### src/sv/dltp_pkg.sv
`default_nettype none

package dltp_pkg;

	localparam int DEF_MAX_TASKS = 16;
	// index carried through the scan chain; holds any index up to 255
	localparam int IDX_W     = 8;
	localparam int OUT_IDX_W = 4;
	localparam int DL_W      = 16;
	localparam int CMP_W     = 15;
	localparam int TS_W      = 16;
	localparam int KEY_W     = DL_W + 1;

	localparam logic MODE_EDF = 1'b0;
	localparam logic MODE_LLF = 1'b1;

	// best candidate seen so far along the chain
	typedef struct packed {
		logic                    has;
		logic [IDX_W-1:0]        idx;
		logic signed [KEY_W-1:0] key;
		logic [CMP_W-1:0]        comp;
	} cand_t;

	// bundle handed from cell to cell during a scan
	typedef struct packed {
		logic  go;
		cand_t elig;
		cand_t any;
	} scan_t;

	// true when candidate a strictly beats b; equal entries keep b (lower index)
	function automatic logic beats(input logic mode,
			input logic signed [KEY_W-1:0] ka, input logic [CMP_W-1:0] ca,
			input logic signed [KEY_W-1:0] kb, input logic [CMP_W-1:0] cb);
		logic r;
		if (ka != kb) begin
			r = (ka < kb);
		end else if (mode == MODE_LLF) begin
			r = (ca > cb);
		end else begin
			r = (ca < cb);
		end
		return r;
	endfunction

endpackage

`default_nettype wire

### src/sv/dltp_cell.sv
`default_nettype none

module dltp_cell #(
	parameter int CELL_IDX  = 0,
	parameter int CW        = 5
) (
	input  wire logic                         clk,
	input  wire logic                         arst_n,
	input  wire logic                         load_en,
	input  wire logic                         ld_active,
	input  wire logic [dltp_pkg::DL_W-1:0]    ld_deadline,
	input  wire logic [dltp_pkg::CMP_W-1:0]   ld_compute,
	input  wire logic [dltp_pkg::TS_W-1:0]    ld_served,
	input  wire logic [CW-1:0]                count,
	input  wire logic [dltp_pkg::TS_W-1:0]    latest,
	input  wire logic                         mode,
	input  wire dltp_pkg::scan_t              scan_in,
	output      dltp_pkg::scan_t              scan_out
);
	import dltp_pkg::*;

	logic                    act_q;
	logic [DL_W-1:0]         dl_q;
	logic [CMP_W-1:0]        cmp_q;
	logic [TS_W-1:0]         srv_q;
	logic                    go_q;
	cand_t                   elig_q;
	cand_t                   any_q;

	logic signed [KEY_W-1:0] my_key;
	logic                    in_set;
	logic                    mine;
	logic                    elig;
	logic                    take_e;
	logic                    take_a;
	cand_t                   my_cand;

	// task record held by this cell
	always_ff @(posedge clk) begin
		if (load_en) begin
			act_q <= ld_active;
			dl_q  <= ld_deadline;
			cmp_q <= ld_compute;
			srv_q <= ld_served;
		end
	end

	// key and compare against the incoming best
	always_comb begin
		if (mode == MODE_LLF) begin
			my_key = $signed({dl_q[DL_W-1], dl_q}) - $signed({2'b00, cmp_q});
		end else begin
			my_key = $signed({dl_q[DL_W-1], dl_q});
		end
		in_set  = (CW'(CELL_IDX) < count);
		mine    = in_set & act_q;
		elig    = mine & (srv_q != latest);
		my_cand = '{has: 1'b1, idx: IDX_W'(CELL_IDX), key: my_key, comp: cmp_q};
		take_e  = elig & (!scan_in.elig.has |
			beats(mode, my_key, cmp_q, scan_in.elig.key, scan_in.elig.comp));
		take_a  = mine & (!scan_in.any.has |
			beats(mode, my_key, cmp_q, scan_in.any.key, scan_in.any.comp));
	end

	// scan token
	always_ff @(posedge clk or negedge arst_n) begin
		if (!arst_n) begin
			go_q <= 1'b0;
		end else begin
			go_q <= scan_in.go;
		end
	end

	// best-so-far handed to the next cell
	always_ff @(posedge clk) begin
		elig_q <= take_e ? my_cand : scan_in.elig;
		any_q  <= take_a ? my_cand : scan_in.any;
	end

	assign scan_out = '{go: go_q, elig: elig_q, any: any_q};

endmodule

`default_nettype wire

### src/sv/deadline_laxity_task_picker.sv
// Task records load at one per cycle while busy is low; records past capacity are dropped.
// A record with is_last starts a scan through a chain of MAX_TASKS cells, one cell per cycle.
// result_strobe rises once the scan token has passed the go register, every cell and the
// strobe register; busy is high from the cycle after the closing request is taken and falls
// as the strobe rises. The receiver cannot stall; each result shows for one cycle.
// arst_n clears the policy mode, fill count, current time, busy and strobe.
`default_nettype none

module deadline_laxity_task_picker #(
	parameter int MAX_TASKS = dltp_pkg::DEF_MAX_TASKS
) (
	input  wire logic                             clk,
	input  wire logic                             arst_n,
	input  wire logic                             start,
	output      logic                             busy,
	input  wire logic [15:0]                      instr_done,
	input  wire logic [15:0]                      instr_total,
	input  wire logic signed [dltp_pkg::DL_W-1:0] deadline_left,
	input  wire logic [dltp_pkg::CMP_W-1:0]       compute_left,
	input  wire logic [dltp_pkg::TS_W-1:0]        served_time,
	input  wire logic                             is_last,
	input  wire logic                             cfg_valid,
	output      logic                             cfg_ready,
	input  wire logic                             cfg_data,
	output      logic                             result_strobe,
	output      logic [dltp_pkg::OUT_IDX_W-1:0]   chosen_index,
	output      logic                             found
);
	import dltp_pkg::*;

	localparam int CW = $clog2(MAX_TASKS + 1);

	logic            mode_q;
	logic [CW-1:0]   count_q;
	logic [TS_W-1:0] latest_q;
	logic            busy_q;
	logic            go_q;
	logic            strobe_q;
	logic [OUT_IDX_W-1:0] index_q;
	logic            found_q;

	logic            accept;
	logic            store;
	logic            ld_active;
	scan_t           chain [MAX_TASKS+1];
	scan_t           tail;

	assign accept    = start & ~busy_q;
	assign store     = accept & (count_q < CW'(MAX_TASKS));
	assign ld_active = (instr_done < instr_total);
	assign chain[0]  = '{go: go_q, elig: '0, any: '0};
	assign tail      = chain[MAX_TASKS];

	// row of task cells
	for (genvar i = 0; i < MAX_TASKS; i++) begin : g_cell
		dltp_cell #(
			.CELL_IDX  (i),
			.CW        (CW)
		) u_cell (
			.clk         (clk),
			.arst_n      (arst_n),
			.load_en     (store && (count_q == CW'(i))),
			.ld_active   (ld_active),
			.ld_deadline (deadline_left),
			.ld_compute  (compute_left),
			.ld_served   (served_time),
			.count       (count_q),
			.latest      (latest_q),
			.mode        (mode_q),
			.scan_in     (chain[i]),
			.scan_out    (chain[i+1])
		);
	end

	// policy register
	always_ff @(posedge clk or negedge arst_n) begin
		if (!arst_n) begin
			mode_q <= MODE_EDF;
		end else if (cfg_valid && cfg_ready) begin
			mode_q <= cfg_data;
		end
	end

	// fill count, current time and scan control
	always_ff @(posedge clk or negedge arst_n) begin
		if (!arst_n) begin
			count_q  <= '0;
			latest_q <= '0;
			busy_q   <= 1'b0;
			go_q     <= 1'b0;
			strobe_q <= 1'b0;
			index_q  <= '0;
			found_q  <= 1'b0;
		end else begin
			go_q     <= accept & is_last;
			strobe_q <= tail.go;
			if (store) begin
				count_q <= count_q + CW'(1);
				if (served_time > latest_q) begin
					latest_q <= served_time;
				end
			end
			if (accept && is_last) begin
				busy_q <= 1'b1;
			end
			if (tail.go) begin
				busy_q   <= 1'b0;
				count_q  <= '0;
				latest_q <= '0;
				if (tail.elig.has) begin
					index_q <= tail.elig.idx[OUT_IDX_W-1:0];
					found_q <= 1'b1;
				end else if (tail.any.has) begin
					index_q <= tail.any.idx[OUT_IDX_W-1:0];
					found_q <= 1'b1;
				end else begin
					index_q <= '0;
					found_q <= 1'b0;
				end
			end
		end
	end

	// mode stays fixed while a scan runs
	assign busy          = busy_q;
	assign cfg_ready     = ~busy_q;
	assign result_strobe = strobe_q;
	assign chosen_index  = index_q;
	assign found         = found_q;

endmodule

`default_nettype wire

### config.mk
export PLATFORM = sky130hd
export DESIGN_NAME = deadline_laxity_task_picker
export DESIGN_NICKNAME = d
export VERILOG_FILES = /design/src/sv/dltp_pkg.sv /design/src/sv/dltp_cell.sv /design/src/sv/deadline_laxity_task_picker.sv
export SDC_FILE = /design/constraint.sdc
export NUM_CORES = 2
export LEC_CHECK = 0
export ABC_CLOCK_PERIOD_IN_PS = 5420
export BUFFER_PORTS_ARGS = -buffer_cell sky130_fd_sc_hd__buf_2
export CAP_MARGIN = 40
export CORE_ASPECT_RATIO = 1.4
export CORE_UTILIZATION = 55
export CTS_BUF_LIST = sky130_fd_sc_hd__clkbuf_2
export DETAILED_ROUTE_END_ITERATION = 16
export MAX_ROUTING_LAYER = met4
export PLACE_DENSITY = 0.74
export SYNTH_ARGS = -nofsm -noshare
export SYNTH_HDL_FRONTEND = slang
export SYNTH_SLANG_ARGS = --single-unit
### constraint.sdc
create_clock -name clk -period 5.42 [get_ports clk]
set_input_delay 0.542 -clock clk [delete_from_list [all_inputs] [get_ports clk]]
set_output_delay 0.542 -clock clk [all_outputs]
set_load 0.02 [all_outputs]
# After elaboration in Yosys (flattened, before gate mapping)
# Cells that the tools add are included.
# W data, S select, Z words.
# totals
in_bits	85
output_inout_bits	8
register_bits	1904
wordCells	661
# classes
bitwise	96
reduce_logical	53
muxes	115
n_eq_ne	61
add_sub_neg	17
order_cmp	109
# op_table
cell	count
$mux W32	28
$lt A17 B17 Y1	30
$ne A17 B17 Y1	30
$gt A15 B15 Y1	30
$lt A15 B15 Y1	30
$mux W17	16
$sub A16 B16 Y17	16
$ne A16 B16 Y1	16
$and A1 B1 Y1	65
$mux W1	64
$mux W16	3
$eq A5 B4 Y1 const B	8
$lt A4 B5 Y1 const A	8
$logic_not A1 Y1	30
$or A1 B1 Y1	30
$eq A5 B3 Y1 const B	4
$lt A3 B5 Y1 const A	4
$logic_and A1 B1 Y1	18
$gt A16 B16 Y1	1
$lt A16 B16 Y1	1
$eq A5 B2 Y1 const B	2
$lt A1 B5 Y1 const A	2
$lt A2 B5 Y1 const A	2
$mux W5	2
8 further kinds	11

# Depth between registers and ports, before layout
# depth
depth_word	7
ltp_mapped	21

# Hierarchy
# From an unflattened synthesis, not the netlist that was laid out.
# hier_totals
cells_unflattened	10083
area_unflattened_um2	111441.9
# by_module_without_submodules
module	cells_per_inst	seq_area_each_um2	instances	area_per_inst_um2
dltp_cell (g_cell[12].u_cell)	616	3108.0	1	6970.4
dltp_cell (g_cell[11].u_cell)	623	3108.0	1	6942.9
dltp_cell (g_cell[6].u_cell)	613	3108.0	1	6896.6
dltp_cell (g_cell[14].u_cell)	609	3108.0	1	6894.1
dltp_cell (g_cell[4].u_cell)	629	3108.0	1	6891.6
dltp_cell (g_cell[13].u_cell)	619	3108.0	1	6890.4
dltp_cell (g_cell[5].u_cell)	633	3108.0	1	6861.6
dltp_cell (g_cell[1].u_cell)	624	3108.0	1	6847.8
dltp_cell (g_cell[2].u_cell)	615	3108.0	1	6820.3
dltp_cell (g_cell[10].u_cell)	624	3108.0	1	6795.3
dltp_cell (g_cell[0].u_cell)	613	3108.0	1	6792.8
dltp_cell (g_cell[3].u_cell)	616	3108.0	1	6772.7
dltp_cell (g_cell[15].u_cell)	611	3108.0	1	6745.2
dltp_cell (g_cell[9].u_cell)	604	3108.0	1	6742.7
+3 rows	--	--	--	--

# Worst setup path before layout
# OpenSTA, ideal clock, no wires.
# synth_timing
path_kind	flip-flop to flip-flop
start	register g_cell[6].u_cell.cmp_q[0]
end	register g_cell[6].u_cell.elig_q (netlist bit g_cell[6].u_cell.scan_out[69])
setup_slack_ns	0.349
setup_ns	0.121
arrival_ns	4.951
path_stages_with_launch	19
cell_sequence	edfxtp_1 ha_1 fa_1 nor2b_1 o31a_1 o32ai_1 o311a_1 a2111oi_0 o21ai_0 a31o_2 ha_1 nand4_1 or3_1 o21ai_0 a21oi_1 mux2_2 a311oi_4 buf_2 mux2_2
# synth_between
elab_chain_len	7
# synth_lines
item	line	text
from (decl)	dltp_cell.sv:24	logic [CMP_W-1:0] cmp_q;
from (signal assigned)	dltp_cell.sv:43	cmp_q <= ld_compute;
$sub A16 B16 Y17	dltp_cell.sv:51	my_key = $signed({dl_q[DL_W-1], dl_q}) - $signed({2'b00, cmp_q});
$mux W17	dltp_cell.sv:50	if (mode == MODE_LLF) begin
$lt A17 B17 Y1 / $ne A17 B17 Y1 (equally long branches)	dltp_pkg.sv:38, dltp_pkg.sv:37	
$mux W1	dltp_pkg.sv:37	if (ka != kb) begin
$or A1 B1 Y1	dltp_cell.sv:59	take_e = elig & (!scan_in.elig.has |
$and A1 B1 Y1	dltp_cell.sv:59	
$mux W32 (*)	dltp_cell.sv:76	elig_q <= take_e ? my_cand : scan_in.elig;
to (signal assigned)	dltp_cell.sv:76	
to (decl)	dltp_cell.sv:27	cand_t elig_q;
# Mark *: on every way between the ends. The rest lies on a longest branch, timed or not.
# A chain may end at the register's enable or synchronous reset.

# Final worst setup path
# layout_timing
start	register g_cell[9].u_cell.cmp_q[3]
end	register g_cell[9].u_cell.elig_q (netlist bit g_cell[9].u_cell.scan_out[76])
# layout_between
elab_chain_len	6
# layout_lines
item	line
from (decl)	dltp_cell.sv:24
from (signal assigned)	dltp_cell.sv:43
$sub A16 B16 Y17	dltp_cell.sv:51
$mux W17	dltp_cell.sv:50
$lt A17 B17 Y1 / $ne A17 B17 Y1 (equally long branches)	dltp_pkg.sv:38, dltp_pkg.sv:37
$mux W1 (*)	dltp_pkg.sv:37
$or A1 B1 Y1 (*)	dltp_cell.sv:59
$and A1 B1 Y1 (*)	dltp_cell.sv:59
to (signal assigned)	dltp_cell.sv:76
to (decl)	dltp_cell.sv:27
# Marked as above.

==> flow_summary.ini <==
[status]
status = finished, final reports clean

[setup_path]
cp-startpoint = g_cell[9].u_cell.cmp_q[3]$_DFFE_PP_
critical_path_buf_inv_count = 2
cp-end-kind = flip-flop
worst_setup_path_start_kind = flip-flop
slowest_delay_ns = 0.45
crit_slowest_cell = edfxtp_1
cp.required_ns = 6.98
crit_fanout = 6
reg2reg_from = g_cell[9].u_cell.cmp_q[3]$_DFFE_PP_
crit_arrival_ns = 6.79
cp_cell_sequence = inv_1, ha_1, o2111ai_1, a31oi_1, o21ai_0, a211o_1, o211a_1, o21ai_0, nand2_1, ha_1, nand4_1, nor4_2, nand2_1, and4b_1, a311oi_2, a21oi_4, buf_4, or2_2
cpLargestDelayFamily = compound AO/OA/AOI/OAI gates
crit_type = reg -> reg

[power_and_ir_drop]
powerDensity_nw_per_um2 = 497.8
ir_drop_v = 0.0003123
leakagePower_nw = 49.75

[die]
start_util_pct = 55.35
rows = 186
die_w_um = 364.8
core-area_um2 = 183200
die_h_um = 510.0
io_pins = 93
dieArea_um2 = 186100

[yosys]
synthDistinctLibCells = 87
synth_area_leader_cell = edfxtp_1
syn_inst = 9405
yosys-top-cells-count = 1336 x inv_1, 1234 x ha_1, 1090 x dfxtp_1
syn_nets = 10740
synth_top_area_share_pct = 22.75
synth_warnings = 0
synth_most_common_cell = inv_1
avgSynthCellArea_um2 = 10.78
synthArstFlopShare_pct = 2.416
synth-seq-cells = 1904
synth_area_leaders = edfxtp_1 23%, dfxtp_1 22%, ha_1 15%
synthesis.area_um2 = 101400
ys_seq_area_share_pct = 45.41
synth_edf_count = 768
synth_ff_type = dfxtp_1

[detailed_routing]
first_iter_violations = 6065
vias = 77270
routed_via_density = 5.927
wl_per_cell_um = 27.16
first_pass_iters = 8
drc = 0
drt-total-wl_um = 354100
antenna_left = 0

[timing]
hold_viol_final = 0
max_freq_ghz = 0.1910
whs_ns = 0.1766
finalMaxSlewViolations = 0
finClkSkew_ns = 0.1880
fin_ws_ns = 0.1843
worst_slew_pin_slew_ns = 1.070
setup_violations = 0
period_share_pct = 96.60
slew_headroom_pct = 28.46
period_needed_ns = 5.236

[cts]
clock_sinks = 1904
cts-root-buf = clkbuf_2
clkLatencyLatePin_ns = 1.80
cts.clk_slew.worst_paths_ns = 0.12
cts_buffer_depth = 4
cts_tree = built
cts_made_buffers = 452
cts_htree_levels = 5

[cells_and_area]
syn2layout_area_growth_pct = 11.73
drive_gt1_share_pct = 17.51
fillers = 15210
nets = 11490

[min_path]
min_from = start
hold_path_class = in -> reg

[placement]
io_buffers = 92
dpl_worst_slack_ns = -0.07825
gp_congestion = 1.037
hpwl_um = 259500

[global_routing]
grt_pass1_wl_um = 503000
grt-ovfl-total = 0
grt_max_degree = 59
first_global_vias = 78080
antenna_found_initial = 34
grt.total_usage_pct = 38.67

[flow_run]
drv_cap = 0
## registers in the layout (all words and copies together) (netlist names), 4 cells and up
| register | flops |
|---|---|
| g_cell.u_cell.scan_out | 1090 |
| g_cell.u_cell.dl_q | 256 |
| g_cell.u_cell.srv_q | 256 |
| g_cell.u_cell.cmp_q | 240 |
| g_cell.u_cell.act_q | 16 |
| g_cell.u_cell.go_q | 16 |
| latest_q | 16 |
| count_q | 5 |
| chosen_index | 4 |
## path summary, 6_finish.rpt
kind,end,slack (ns),cells after the start
setup reg to reg,g_cell[9].u_cell.scan_out[76]$_SDFF_PP1_,0.18,18
setup / recovery,g_cell[9].u_cell.scan_out[76]$_SDFF_PP1_,0.18,18
min in group asynchronous,busy$_DFFE_PN0P_,0.50,5
hold / removal,count_q[0]$_DFFE_PN0P_,0.18,6
max in group asynchronous,found$_DFFE_PN0P_,4.25,6
hold reg to reg,g_cell[9].u_cell.go_q$_DFF_PN0_,0.32,0
## layer usage
| layer | vias to the layer above | routed length (µm) | global-route usage (%) |
|---|---|---|---|
| met5 | - | 0 | - |
| met3 | 1477 | 23710 | 6.978 |
| met4 | 0 | 40830 | 39.39 |
| met1 | 36730 | 116400 | 36.97 |
| met2 | 3638 | 173100 | 64.20 |
| li1 | 35430 | - | - |
## power breakdown
| group | switching, mW | total, mW | internal [mW] |
|---|---|---|---|
| registers | 3.59 | 22.6 | 19.0 |
| clock network | 6.05 | 9.69 | 3.64 |
| logic | 14.0 | 24.1 | 10.1 |
| total | 23.6 | 56.4 | 32.7 |
## worst reg2reg max path: cells and delay by family (launching register included)
kind | cells | cell delay, ns
AOI/OAI and AO/OA | 8 | 2.08
and+or+nand+nor | 6 | 1.44
adders and majority gates | 2 | 0.73
buffers and inverters | 2 | 0.37
DFF | 1 | 0.45
## area by class of cell
cell class / instances / area (µm²) / share of cell area [%]
antenna: 52 / 130.1 / 0.1149
clock buffer: 661 / 3308 / 2.921
clock inverter: 180 / 918.4 / 0.8109
inverter: 1337 / 5024 / 4.435
multi-input combinational: 5951 / 49890 / 44.05
sequential: 1904 / 46040 / 40.65
tap: 2444 / 3058 / 2.700
timing repair buffer: 509 / 4891 / 4.318
## cell families (layout without fill, tap and decap cells)
logic type	count (synthesis)	after routing	synth area share (%)
other	0	52	0
xor gates and xnor gates	392	392	3.387
AOI/OAI and AO/OA	1575	1575	10.34
DFF	1904	1904	45.41
and+or+nand+nor	1742	1742	8.857
buffers and inverters	1550	2687	5.927
adders and majority gates	1250	1250	15.55
muxes	992	992	10.53
## placed cells by master (no fill, tap or decap), types with 299 or more instances in the layout
cell type,synthesis,layout
a21oi_1,443,438
nand2_1,299,299
mux2_2,570,570
inv_1,1336,1335
dfxtp_1,1090,1090
nor2_1,371,353
clkbuf_2,0,661
xnor2_1,326,326
edfxtp_1,768,768
ha_1,1234,1234
mux2i_1,395,394
## through the flow
step / TNS (ns) / area [µm²] / power, mW / utilization, % / std cells
finish: 0 / 113300 / 56.38 / 61.84 / 13040
global route: -0.1159 / 113200 / 59.52 / 61.81 / 13020
CTS: 0 / 112500 / 55.87 / 61.41 / 12960
detailed placement: -1.430 / 107000 / 46.09 / 58.42 / 12000
global placement: 0 / 106500 / 45.29 / 58.17 / 11970
floorplan: 0 / 101400 / 36.41 / - / 9405
## repair_timing
item | CTS | global route
gates resized for setup | 3 | 58
setup buffers | 0 | 8
hold buffers | 116 | 0
endpoints found under the setup margin | 40 | 498
endpoints found under the hold margin | 909 | 0
gates cloned | 0 | 4
pin swaps | 1 | 8
Note: power is estimated with default switching activity, not from simulation.
